File: src/rtl/core/frred_pkg.sv
package frred_pkg;

  // default operand width
  localparam int DATA_WIDTH_DEF = 32;

  // commands from the controller to the datapath
  typedef struct packed {
    logic load;       // take a new word, form magnitudes and sign
    logic strip;      // halve both operands, count a common factor of two
    logic gcd;        // one binary gcd step
    logic div_start;  // set up a restoring division
    logic div_sel;    // 0: numerator, 1: denominator
    logic div_step;   // one quotient bit
    logic save_qn;    // keep the numerator quotient
    logic load_out;   // move the finished result into the output register
  } frred_cmd_t;

  // status from the datapath to the controller
  typedef struct packed {
    logic special;    // zero numerator or zero denominator
    logic both_even;  // both operands still even
    logic gcd_done;   // odd part of the gcd is settled
    logic div_done;   // all quotient bits produced
  } frred_status_t;

endpackage

File: src/rtl/core/frred_ctrl.sv
module frred_ctrl (
  input  logic                    clk,
  input  logic                    rst,
  input  logic                    in_valid,
  output logic                    in_ready,
  output logic                    out_valid,
  input  logic                    out_ready,
  input  frred_pkg::frred_status_t status,
  output frred_pkg::frred_cmd_t    cmd
);
  import frred_pkg::*;

  localparam logic [2:0] S_IDLE  = 3'd0;
  localparam logic [2:0] S_STRIP = 3'd1;
  localparam logic [2:0] S_GCD   = 3'd2;
  localparam logic [2:0] S_DIVN  = 3'd3;
  localparam logic [2:0] S_DIVD  = 3'd4;
  localparam logic [2:0] S_FIN   = 3'd5;

  logic [2:0] state;
  logic [2:0] state_next;
  logic       out_free;

  assign in_ready = (state == S_IDLE);
  assign out_free = !out_valid || out_ready;

  always_comb begin
    cmd        = '0;
    state_next = state;
    case (state)
      S_IDLE: begin
        if (in_valid) begin
          cmd.load   = 1'b1;
          state_next = S_STRIP;
        end
      end
      S_STRIP: begin
        if (status.special) begin
          state_next = S_FIN;
        end else if (status.both_even) begin
          cmd.strip = 1'b1;
        end else begin
          state_next = S_GCD;
        end
      end
      S_GCD: begin
        if (status.gcd_done) begin
          cmd.div_start = 1'b1;
          cmd.div_sel   = 1'b0;
          state_next    = S_DIVN;
        end else begin
          cmd.gcd = 1'b1;
        end
      end
      S_DIVN: begin
        if (status.div_done) begin
          cmd.save_qn   = 1'b1;
          cmd.div_start = 1'b1;
          cmd.div_sel   = 1'b1;
          state_next    = S_DIVD;
        end else begin
          cmd.div_step = 1'b1;
        end
      end
      S_DIVD: begin
        if (status.div_done) begin
          state_next = S_FIN;
        end else begin
          cmd.div_step = 1'b1;
        end
      end
      S_FIN: begin
        if (out_free) begin
          cmd.load_out = 1'b1;
          state_next   = S_IDLE;
        end
      end
      default: begin
        state_next = S_IDLE;
      end
    endcase
  end

  always_ff @(posedge clk) begin
    if (rst) begin
      state     <= S_IDLE;
      out_valid <= 1'b0;
    end else begin
      state <= state_next;
      if (cmd.load_out) begin
        out_valid <= 1'b1;
      end else if (out_ready) begin
        out_valid <= 1'b0;
      end
    end
  end

endmodule

File: src/rtl/core/frred_dp.sv
module frred_dp #(
  parameter int DATA_WIDTH = frred_pkg::DATA_WIDTH_DEF
) (
  input  logic                          clk,
  input  logic signed [DATA_WIDTH-1:0]  num_in,
  input  logic signed [DATA_WIDTH-1:0]  den_in,
  input  frred_pkg::frred_cmd_t          cmd,
  output frred_pkg::frred_status_t       status,
  output logic signed [DATA_WIDTH-1:0]  reduced_num,
  output logic        [DATA_WIDTH-2:0]  reduced_den,
  output logic                          den_zero
);
  import frred_pkg::*;

  localparam int W  = DATA_WIDTH;
  localparam int KW = $clog2(W);
  localparam int CW = $clog2(W + 1);
  localparam logic [W-1:0] MAX_MAG = {1'b0, {(W-1){1'b1}}};

  logic [W-1:0]  a, b;        // gcd operands
  logic [W-1:0]  xn, xd;      // magnitudes kept for division
  logic [KW-1:0] kk;          // common factors of two
  logic          neg, dz, nz;
  logic [W-1:0]  rem, quo, qn;
  logic [CW-1:0] cnt;

  logic [W-1:0]  mag_n, mag_d;
  logic [W-1:0]  dividend;
  logic [W:0]    r2;
  logic          q_bit;
  logic [W-1:0]  num_mag, den_mag;

  assign mag_n = num_in[W-1] ? (~num_in + 1'b1) : num_in;
  assign mag_d = den_in[W-1] ? (~den_in + 1'b1) : den_in;

  assign dividend = (cmd.div_sel ? xd : xn) >> kk;
  assign r2       = {rem, quo[W-1]};
  assign q_bit    = (r2 >= {1'b0, a});

  assign status.special   = dz || nz;
  assign status.both_even = !a[0] && !b[0];
  assign status.gcd_done  = (b == '0);
  assign status.div_done  = (cnt == CW'(W));

  always_ff @(posedge clk) begin
    if (cmd.load) begin
      a   <= mag_n;
      b   <= mag_d;
      xn  <= mag_n;
      xd  <= mag_d;
      kk  <= '0;
      neg <= num_in[W-1] ^ den_in[W-1];
      dz  <= (mag_d == '0);
      nz  <= (mag_n == '0);
    end else if (cmd.strip) begin
      a  <= a >> 1;
      b  <= b >> 1;
      kk <= kk + 1'b1;
    end else if (cmd.gcd) begin
      if (!a[0]) begin
        a <= a >> 1;
      end else if (!b[0]) begin
        b <= b >> 1;
      end else if (a >= b) begin
        // keep the smaller in a, the difference in b
        a <= b;
        b <= a - b;
      end else begin
        b <= b - a;
      end
    end

    if (cmd.save_qn) begin
      qn <= quo;
    end

    if (cmd.div_start) begin
      quo <= dividend;
      rem <= '0;
      cnt <= '0;
    end else if (cmd.div_step) begin
      rem <= q_bit ? W'(r2 - {1'b0, a}) : r2[W-1:0];
      quo <= {quo[W-2:0], q_bit};
      cnt <= cnt + 1'b1;
    end
  end

  // a quotient of the most negative input may not fit: saturate
  assign num_mag = qn[W-1]  ? MAX_MAG : qn;
  assign den_mag = quo[W-1] ? MAX_MAG : quo;

  always_ff @(posedge clk) begin
    if (cmd.load_out) begin
      if (dz) begin
        reduced_num <= '0;
        reduced_den <= '0;
      end else if (nz) begin
        reduced_num <= '0;
        reduced_den <= (W-1)'(1);
      end else begin
        reduced_num <= neg ? (~num_mag + 1'b1) : num_mag;
        reduced_den <= den_mag[W-2:0];
      end
      den_zero <= dz;
    end
  end

endmodule

File: src/rtl/core/fraction_reducer.sv
// channel  | handshake            | payload
// ---------+----------------------+-------------------------------------------
// input    | in_valid / in_ready  | num_in, den_in
// output   | out_valid / out_ready| reduced_num, reduced_den, den_zero
//
// one word at a time: load, then the common twos are stripped (at most W-1) and
// binary gcd steps run, then two W-bit restoring divisions (numerator, then
// denominator) and the output load follow; a zero operand skips strip, gcd and divisions
// the output register lets a new word in while the last result waits, and a
// finished result waits in the engine while out_ready stays low; rst clears state
module fraction_reducer #(
  parameter int DATA_WIDTH = frred_pkg::DATA_WIDTH_DEF
) (
  input  logic                          clk,
  input  logic                          rst,
  input  logic                          in_valid,
  output logic                          in_ready,
  input  logic signed [DATA_WIDTH-1:0]  num_in,
  input  logic signed [DATA_WIDTH-1:0]  den_in,
  output logic                          out_valid,
  input  logic                          out_ready,
  output logic signed [DATA_WIDTH-1:0]  reduced_num,
  output logic        [DATA_WIDTH-2:0]  reduced_den,
  output logic                          den_zero
);
  import frred_pkg::*;

  frred_cmd_t    cmd;
  frred_status_t status;

  // sequencer: walks strip, gcd and the two divisions
  frred_ctrl u_ctrl (
    .clk       (clk),
    .rst       (rst),
    .in_valid  (in_valid),
    .in_ready  (in_ready),
    .out_valid (out_valid),
    .out_ready (out_ready),
    .status    (status),
    .cmd       (cmd)
  );

  // operands, gcd datapath and divider, output register
  frred_dp #(
    .DATA_WIDTH (DATA_WIDTH)
  ) u_dp (
    .clk         (clk),
    .num_in      (num_in),
    .den_in      (den_in),
    .cmd         (cmd),
    .status      (status),
    .reduced_num (reduced_num),
    .reduced_den (reduced_den),
    .den_zero    (den_zero)
  );

endmodule

File: config.mk
export PLATFORM = sky130hd
export DESIGN_NAME = fraction_reducer
export DESIGN_NICKNAME = d
export VERILOG_FILES = /design/src/rtl/core/frred_pkg.sv /design/src/rtl/core/frred_ctrl.sv /design/src/rtl/core/frred_dp.sv /design/src/rtl/core/fraction_reducer.sv
export SDC_FILE = /design/constraint.sdc
export NUM_CORES = 1
export LEC_CHECK = 0
export ABC_AREA = 0
export BUFFER_PORTS_ARGS = -buffer_cell sky130_fd_sc_hd__buf_2
export CAP_MARGIN = 30
export CELL_PAD_IN_SITES_DETAIL_PLACEMENT = 1
export CELL_PAD_IN_SITES_GLOBAL_PLACEMENT = 2
export CORE_ASPECT_RATIO = 1.2
export CORE_UTILIZATION = 25
export DETAILED_ROUTE_END_ITERATION = 10
export GPL_TIMING_DRIVEN = 0
export PLACE_DENSITY_LB_ADDON = 0.1
export SKIP_CTS_REPAIR_TIMING = 1
export SLEW_MARGIN = 20
export SYNTH_ARGS = -nofsm -noshare
export SYNTH_HDL_FRONTEND = slang
export SYNTH_SLANG_ARGS = --single-unit
File: constraint.sdc
create_clock -name clk -period 12 [get_ports clk]
set_clock_uncertainty 0.15 [all_clocks]
set_input_delay 1.8 -clock clk [delete_from_list [all_inputs] [get_ports clk]]
set_output_delay 1.8 -clock clk [all_outputs]
set_load 0.02 [all_outputs]
# Word level (Yosys, flattened, before mapping)
# Index checks and enable logic that the tools add are counted.
# W data, S select, Z words.
[classes]
n_addsub = 8
n_mux = 48
bitwise_logic = 4
order_cmp = 2
reduce_logical = 19
eq_ne = 14
shift = 1
[ops]
columns = ["cell", "n"]
rows = [
  ["$mux W32", 19],
  ["$add A32 B1 Y32 const B", 3],
  ["$logic_not A32 Y1", 3],
  ["$not A32 Y32", 3],
  ["$sub A32 B32 Y32", 3],
  ["$mux W31", 2],
  ["$ge A33 B32 Y1", 1],
  ["$ge A32 B32 Y1", 1],
  ["$shr A32 B5 Y32", 1],
  ["$mux W3", 7],
  ["$pmux W3 S6", 1],
  ["$mux W1", 16],
  ["$ne A2 B2 Y1 const B", 4],
  ["$ne A4 B4 Y1 const B", 2],
  ["$add A6 B1 Y6 const B", 1],
  ["$eq A3 B2 Y1 const B", 2],
  ["$eq A3 B3 Y1 const B", 2],
  ["$eq A6 B6 Y1 const B", 1],
  ["$reduce_and A6 Y1", 1],
  ["$reduce_bool A3 Y1", 2],
  ["$add A5 B1 Y5 const B", 1],
  ["$mux W2", 2],
  ["$pmux W2 S2", 1],
  ["$reduce_bool A2 Y1", 2],
  ["other kinds (11)", 15],
]
[totals]
output_inout_bits = 66
elab_cells = 115
register_bits = 306

# Longest topological paths before layout
# Gate-level depths: netlist (run 1).
[depth]
ltp_word = 7
mapped_depth = 16
mapped_depth_nobuf = 13

# Modules after synthesis
# From an unflattened synthesis (run 1), not the netlist that was laid out.
[hier_totals]
hier_cells = 2438
hier_area_um2 = 21882.2
[by_module_without_submodules]
columns = ["mod", "cells_each", "seq_area_each_um2", "instances", "area_per_inst_um2"]
rows = [
  ["frred_dp", 2392, 8638.3, 1, 21494.4],
  ["frred_ctrl", 46, 80.1, 1, 387.9],
]

# Worst setup path before layout (run 1)
# OpenSTA, ideal clock, no wires.
[synth_timing]
kind = "in2reg"
from = "input out_ready"
to = "register u_dp.den_zero (enable)"
path_stages = 2
setup_ps = 486
t_arrival_ps = 4528
setup_slack_ps = 6836
n_path_buf = 0
path_cell_list = "nor2b_1 -> nor2_1"
[synth_lines]
columns = ["item", "line", "text"]
rows = [
  ["start, declared", "fraction_reducer.sv:21", "input logic out_ready,"],
  ["end signal, assigned", "frred_dp.sv:104", "den_zero <= dz;"],
  ["end, declared", "frred_dp.sv:11", "output logic den_zero"],
]

# Final worst setup path (run 1)
[layout_timing]
from = "register u_dp.b[28]"
to = "register u_dp.b[28] (data pin)"
[layout_via]
elab_chain_cells = 7
elab_cells_between_ends = 9
[layout_rtl]
columns = ["item", "line", "text"]
rows = [
  ["start, declared", "frred_dp.sv:20", "logic [W-1:0] a, b;"],
  ["start signal, assigned", "frred_dp.sv:48", "b <= mag_d;"],
  ["start signal, assigned", "frred_dp.sv:57", "b <= b >> 1;"],
  ["start signal, assigned", "frred_dp.sv:63", "b <= b >> 1;"],
  ["$sub A32 B32 Y32, or another cell as far along", "frred_dp.sv:69", "b <= b - a;"],
  ["$mux W32 *", "frred_dp.sv:64", "end else if (a >= b) begin"],
  ["$mux W32 *", "frred_dp.sv:62", "end else if (!b[0]) begin"],
  ["$mux W32 *", "frred_dp.sv:60", "if (!a[0]) begin"],
  ["$mux W32 *", "frred_dp.sv:59", "end else if (cmd.gcd) begin"],
  ["$mux W32 *", "frred_dp.sv:55", "end else if (cmd.strip) begin"],
  ["$mux W32 *", "frred_dp.sv:46", "if (cmd.load) begin"],
]
# Every way passes the cells marked *; elsewhere a longest branch is shown, timed or not. The select of a mux whose other input is x is not followed.
# A chain may end at the register's enable or synchronous reset.

==> metrics.csv, run 1 <==
stage,metric,value,unit
floorplanning,die-area,86120,sq um
global_routing,overflow,0,
cells_and_area,n_fill_cell,9755,
cells_and_area,multiInputGateArea,11580,sq um
cells_and_area,nNetsFinal,2666,
global_routing,grt_max_degree,42,
worst_setup_path,crit_family,simple AND/OR/NAND/NOR gates,
timing,hold_violations,0,
yosys,synth_top_area_cell,edfxtp_1,
min_path,hp-class,reg -> reg,
cells_and_area,area_growth,15.89,%
worst_setup_path,cpMaxStageDelayCell,nor3_1,
floorplanning,die_h,321.3,microns
detailed_routing,vias,18431,
global_routing,grt_pass1_vias,19912,
clocking,cts.clk_slew.worst_paths,0.06,ns
clocking,clock-sinks,306,
cells_and_area,layout-drive-gt1-share,0.09456,
yosys,synth_seq_area_share,0.4105,
clocking,tritoncts,done,
placement,dpl.hpwl,77730,microns
timing,period_share,0.4360,
yosys,yosysMostFrequentCell,edfxtp_1,
yosys,synthDominantCellAreaShare,0.3662,
detailed_routing,drc_errors,0,
cells_and_area,diodes,0,
global_routing,grtUsageTotal,0.2173,
cells_and_area,final_util,0.2939,
flow_run,drv_cap,0,
worst_setup_path,crit_required,12.17,ns
timing,timing.fmax,0.1911,GHz
timing,finalSetupTns,0,ns
yosys,synth.area.top_cells,"edfxtp_1, mux2i_1, ha_1",
placement,place.gp.congestion,0.9042,
power,p_total,7124,uW
detailed_routing,routed_wl,93490,microns
yosys,ys.flop_type,edfxtp_1,
worst_setup_path,cp_cell_sequence,inv_1 -> ha_1 -> clkbuf_1 -> nand3_1 -> nor3_1 -> nand4_1 -> a31oi_1 -> or3b_2 -> buf_2 -> buf_2 -> nand2_1 -> o311ai_0 -> o311ai_0 -> xnor2_1 -> a21oi_1,
yosys,synthArstFlopShare,0,
worst_setup_path,path_max_fanout,10,
timing,finalSetupViolations,0,
clocking,insertion_delay,0.58,ns
yosys,synth_common_cells,"edfxtp_1, nor2_1, nand2_1",
global_routing,antenna_found_initial,2,
detailed_routing,dr.first_iter.drc_count,936,
worst_setup_path,crit_type,reg -> reg,
detailed_routing,drtAntennaViolNets,0,
yosys,synth_edf_count,259,
yosys,synth.avg_cell_area,9.201,sq um
detailed_routing,viasPerCell,5.066,
cells_and_area,instances_no_fill,3638,
worst_setup_path,crit_path_start_kind,register,
detailed_routing,dr.pass1.iters,5,
timing,tightest_slew,0.9423,ns
timing,slew_headroom,0.3555,
status,outcome,completed,
floorplanning,rows,116,
worst_setup_path,path_buf_inv,4,
yosys,ys_ff_latch,306,
floorplanning,core,83750,sq um
power,leakage,0.008943,uW
cells_and_area,fin_area,24610,sq um
clocking,cts_buffers,37,
timing,slew_violations,0,
yosys,yosys_warnings,0,
floorplanning,initial_core_util,0.2536,
power,max-vdd-ir-drop,0.09685,mV
power,power.density,289.5,nW/um^2
worst_setup_path,cp_data_arrival_time,5.40,ns
clocking,root_buffer,clkbuf_16,
yosys,syn_area,21240,sq um
yosys,syn_inst,2308,
yosys,ys_types,80,
worst_setup_path,critical_path.endpoint_type,register,
detailed_routing,avgRoutedWirePerCell,25.70,microns
timing,rsz0062_at_grt,no,
global_routing,grt_pass1_wl,136200,microns
placement,placed_area,23500,sq um
cells_and_area,register_area,8718,sq um
timing,period_needed,5.233,ns
placement,port_buffers,133,
worst_setup_path,crit_path_max_incr_delay,0.55,ns
placement,placed_cells,3574,
floorplanning,die_w,268.1,microns
floorplanning,ios,134,
yosys,synth_fp_nets,2482,
clocking,clockBufferDepth,3,
clocking,htreeDepth,2,
-- sequential cells by signal (all words and copies together) (netlist names) --
register	count
u_dp.b	32
u_dp.cnt	6
u_dp.a	32
u_dp.quo	32
u_ctrl.out_valid	1
u_dp.reduced_den	31
u_dp.rem	32
u_dp.xn	32
u_dp.nz	1
u_dp.xd	32
u_ctrl.state	3
u_dp.neg	1
u_dp.kk	5
u_dp.dz	1
u_dp.reduced_num	32
u_dp.den_zero	1
u_dp.qn	32
-- cell type report --
class / instances / share of cell area
multi-input cells: 1751 / 0.4707
flip-flops and latches: 306 / 0.3542
well taps: 1121 / 0.05699
clock buffers: 45 / 0.03884
repair buffers: 145 / 0.03386
plain buffers: 138 / 0.02176
inverters: 113 / 0.01723
clock inverters: 19 / 0.006355
-- metal layers --
metal / track usage / up-vias / share of wire
met2: 0.4061 / 323 / 0.52
met5: 0 / - / 0
li1: - / 8828 / -
met4: 0.07848 / 0 / 0.037
met3: 0.01814 / 122 / 0.023
met1: 0.2549 / 9158 / 0.42
-- logic make-up after synthesis --
| logic type | count (synthesis) | share of synthesized area |
|---|---|---|
| and+or+nand+nor | 751 | 0.1681 |
| AOI/OAI and AO/OA | 586 | 0.1735 |
| DFF | 306 | 0.4105 |
| buffers and inverters | 251 | 0.04513 |
| muxes | 173 | 0.08354 |
| xor gates and xnor gates | 135 | 0.05568 |
| adders and majority gates | 106 | 0.06351 |
-- worst paths after layout --
| path | startpoint | end | slack (ns) | cells past startpoint |
|---|---|---|---|---|
| max | u_dp.b[28] | u_dp.b[28] | 6.77 | 15 |
| min reg2reg | u_dp.quo[31] | u_dp.qn[31] | 0.31 | 0 |
| min | u_dp.quo[31] | u_dp.qn[31] | 0.31 | 0 |
| max reg2reg | u_dp.b[28] | u_dp.b[28] | 6.77 | 15 |
-- report_power, final --
| part | internal [uW] | switching, uW | leakage (uW) |
|---|---|---|---|
| Clock | 593 | 488 | 0.000538 |
| Sequential | 1570 | 285 | 0.00280 |
| Combinational | 1380 | 2810 | 0.00560 |
| Total | 3540 | 3580 | 0.00894 |
-- through the flow --
stage | worst slack [ns] | hold slack, ns
2_1_floorplan | 6.836 | 0.2744
3_3_place_gp | 4.573 | 0.2801
3_5_place_dp | 6.190 | 0.2976
4_1_cts | 6.664 | 0.3120
5_1_grt | 6.474 | 0.3306
6_report | 6.768 | 0.3108
-- placed cells by master (no fill, tap or decap), types with 7 or more instances in the layout --
master	instances
edfxtp_1	259
nor2_1	226
nand2_1	206
o21ai_0	180
mux2i_1	166
a21oi_1	159
buf_2	138
clkbuf_1	124
inv_1	112
ha_1	103
xnor2_1	97
nand3_1	69
nor3_1	55
dfxtp_1	47
xor2_1	38
clkbuf_16	37
a21o_1	34
o31ai_1	33
nor2b_1	32
nand4_1	28
nor4_1	26
or3_1	21
a211oi_1	21
a31oi_1	19
or4_1	17
nand2b_1	17
buf_1	15
o221ai_1	14
o311ai_0	13
o22a_1	11
o211ai_1	11
o21bai_1	11
a32oi_1	11
and2_1	10
o41ai_1	8
buf_4	8
or2_2	7
-- worst register-to-register path: cells and delay by family, from the launching register on --
family          cells  cell delay [ns]
buf+inv             4             1.34
flops               1             0.53
fa+ha+maj           1             0.30
xor+xnor            1             0.30
simple gates        5             1.53
compound gates      4             0.82
Note: power is estimated with default switching activity, not from simulation.
==> run 2: changes to the inputs <==
==> constraint.sdc (replaced) <==
create_clock -name clk -period 4.8 [get_ports clk]
set_clock_uncertainty 0.15 [all_clocks]
set_input_delay 0.72 -clock clk [delete_from_list [all_inputs] [get_ports clk]]
set_output_delay 0.72 -clock clk [all_outputs]
set_load 0.02 [all_outputs]
==> run 2 against run 1 <==
Combinational power grew to 2.5 times the previous value; first-iteration DRC count up 3.0%; global-route usage unchanged; critical path depth fell by 1; total power grew to 2.5 times the previous value; routed wire length about the same; die area did not move; via count increased by 0.53%; count of clock-buffer cells in the layout is the same; final area grew 0.47%; highest routed layer unchanged.
==> metrics.csv, run 2 (synthesis gave the netlist of run 1 again) <==
stage,metric,value,unit
detailed_routing,drc_errors,0,
placement,dpl.hpwl,77730,microns
clocking,htreeDepth,2,
timing,hold_violations,0,
placement,place.gp.congestion,0.9042,
worst_setup_path,r2r_slack,0.18,ns
worst_setup_path,crit_type,reg -> reg,
clocking,insertion_delay,0.58,ns
global_routing,grt_pass1_vias,19912,
min_path,hold_end,u_ctrl.state[0],
detailed_routing,dr.pass1.iters,4,
timing,rsz0062_at_grt,no,
clocking,cts_buffers,37,
status,outcome,completed,
cells_and_area,layout_commonest_cell,edfxtp_1,
floorplanning,die_h,321.3,microns
detailed_routing,vias,18529,
global_routing,overflow,0,
worst_setup_path,r2r_start,u_dp.b[29],
flow_run,drv_cap,0,
timing,worst_slack,0.1758,ns
global_routing,antenna_found_initial,2,
global_routing,grt_pass1_wl,136200,microns
worst_setup_path,r2r_cells,14,
floorplanning,die-area,86120,sq um
worst_setup_path,path_max_fanout,10,
cells_and_area,area_growth,16.43,%
floorplanning,initial_core_util,0.2536,
worst_setup_path,cp_data_arrival_time,4.76,ns
clocking,clock-sinks,306,
timing,tightest_slew,0.8946,ns
min_path,hold_depth,2,
timing,finalSetupTns,0,ns
worst_setup_path,crit_path_start_kind,register,
detailed_routing,viasPerCell,5.083,
floorplanning,core,83750,sq um
timing,slew_violations,0,
floorplanning,ios,134,
clocking,clockBufferDepth,3,
clocking,cts.clk_slew.worst_paths,0.06,ns
worst_setup_path,crit_required,4.93,ns
detailed_routing,drtAntennaViolNets,0,
timing,finalSetupViolations,0,
cells_and_area,layout-drive-gt1-share,0.1042,
detailed_routing,dr.first_iter.drc_count,964,
clocking,tritoncts,done,
clocking,root_buffer,clkbuf_16,
worst_setup_path,reg2reg_to,u_dp.b[7],
placement,pre_cts_ws,-0.5017,ns
floorplanning,rows,116,
timing,slew_headroom,0.3882,
global_routing,grt_max_degree,42,
timing,timing.fmax,0.2163,GHz
detailed_routing,avgRoutedWirePerCell,25.67,microns
placement,port_buffers,133,
detailed_routing,routed_wl,93580,microns
global_routing,grtUsageTotal,0.2173,
min_path,hp-class,in -> reg,
cells_and_area,final_cell_mix,"edfxtp_1, nor2_1, nand2_1",
worst_setup_path,critical_path.endpoint_type,register,
floorplanning,die_w,268.1,microns
timing,period_needed,4.624,ns
power,power.density,726.2,nW/um^2
cells_and_area,nNetsFinal,2672,
power,max-vdd-ir-drop,0.2418,mV
timing,period_share,0.9634,
min_path,min_from,rst,
power,leakage,0.009016,uW
-- run 2: critical path, stage by stage, from the launching register on --
cell and delay [ns]:
edfxtp_1 0.46, inv_1 0.12, ha_1 0.29, clkbuf_1 0.36, nand3_2 0.24, nor3_2 0.39, nand4_1 0.19, a31oi_2 0.30
or3b_4 0.28, clkbuf_4 0.33, mux2i_1 0.28, o22ai_1 0.13, a31oi_2 0.31, mux2i_1 0.33, nand3_1 0.16
-- run 2: cell type report --
| type | count | area (sq um) |
|---|---|---|
| antenna | 1 | 2.502 |
| sequential | 306 | 8718 |
| clock buffer | 45 | 955.9 |
| multi-input combinational | 1751 | 11620 |
| buffer | 136 | 550.5 |
| timing repair buffer | 153 | 893.4 |
| fill | 9756 | 59020 |
| inverter | 113 | 424.2 |
| clock inverter | 19 | 156.4 |
| tap | 1121 | 1403 |
-- run 2: layer usage --
| metal | up-vias | global-route usage | wire length [microns] |
|---|---|---|---|
| met5 | - | 0 | 0 |
| met1 | 9239 | 0.2549 | 38680 |
| met3 | 119 | 0.01814 | 2442 |
| li1 | 8835 | - | - |
| met4 | 0 | 0.07848 | 3465 |
| met2 | 336 | 0.4061 | 48990 |
-- run 2: metrics by stage --
step	instance area, sq um	hold WS [ns]	utilization	total power, uW	cells
after floorplan	21240	0.2744	-	11090	2308
after global placement	23300	0.2801	0.2783	15090	3562
after detailed placement	23500	0.2976	0.2806	15190	3574
after CTS	24610	0.2021	0.2939	17990	3638
after global routing	24720	0.2098	0.2952	19230	3644
final	24730	0.2270	0.2953	17960	3645
-- run 2: power breakdown --
| part | internal [uW] | total [uW] | switching [uW] | leakage, uW |
|---|---|---|---|---|
| Clock | 1480 | 2700 | 1220 | 0.000538 |
| Combinational | 3550 | 10600 | 7080 | 0.00568 |
| Sequential | 3930 | 4620 | 690 | 0.00280 |
-- run 2: how the worst max path moves through the flow --
stage | start | end | slack (ns) | cells past startpoint
final | u_dp.b[29] | u_dp.b[7] | 0.18 | 14
after global routing | u_dp.b[29] | u_dp.b[28] | 0.01 | 15
after CTS | u_dp.a[1] | u_dp.b[16] | -0.54 | 13
after detailed placement | u_dp.a[1] | u_dp.b[16] | -0.50 | 13
after global placement | u_ctrl.state[0] | u_dp.b[12] | -1.62 | 7
after floorplan | u_ctrl.state[0] | u_dp.b[5] | 0.56 | 6
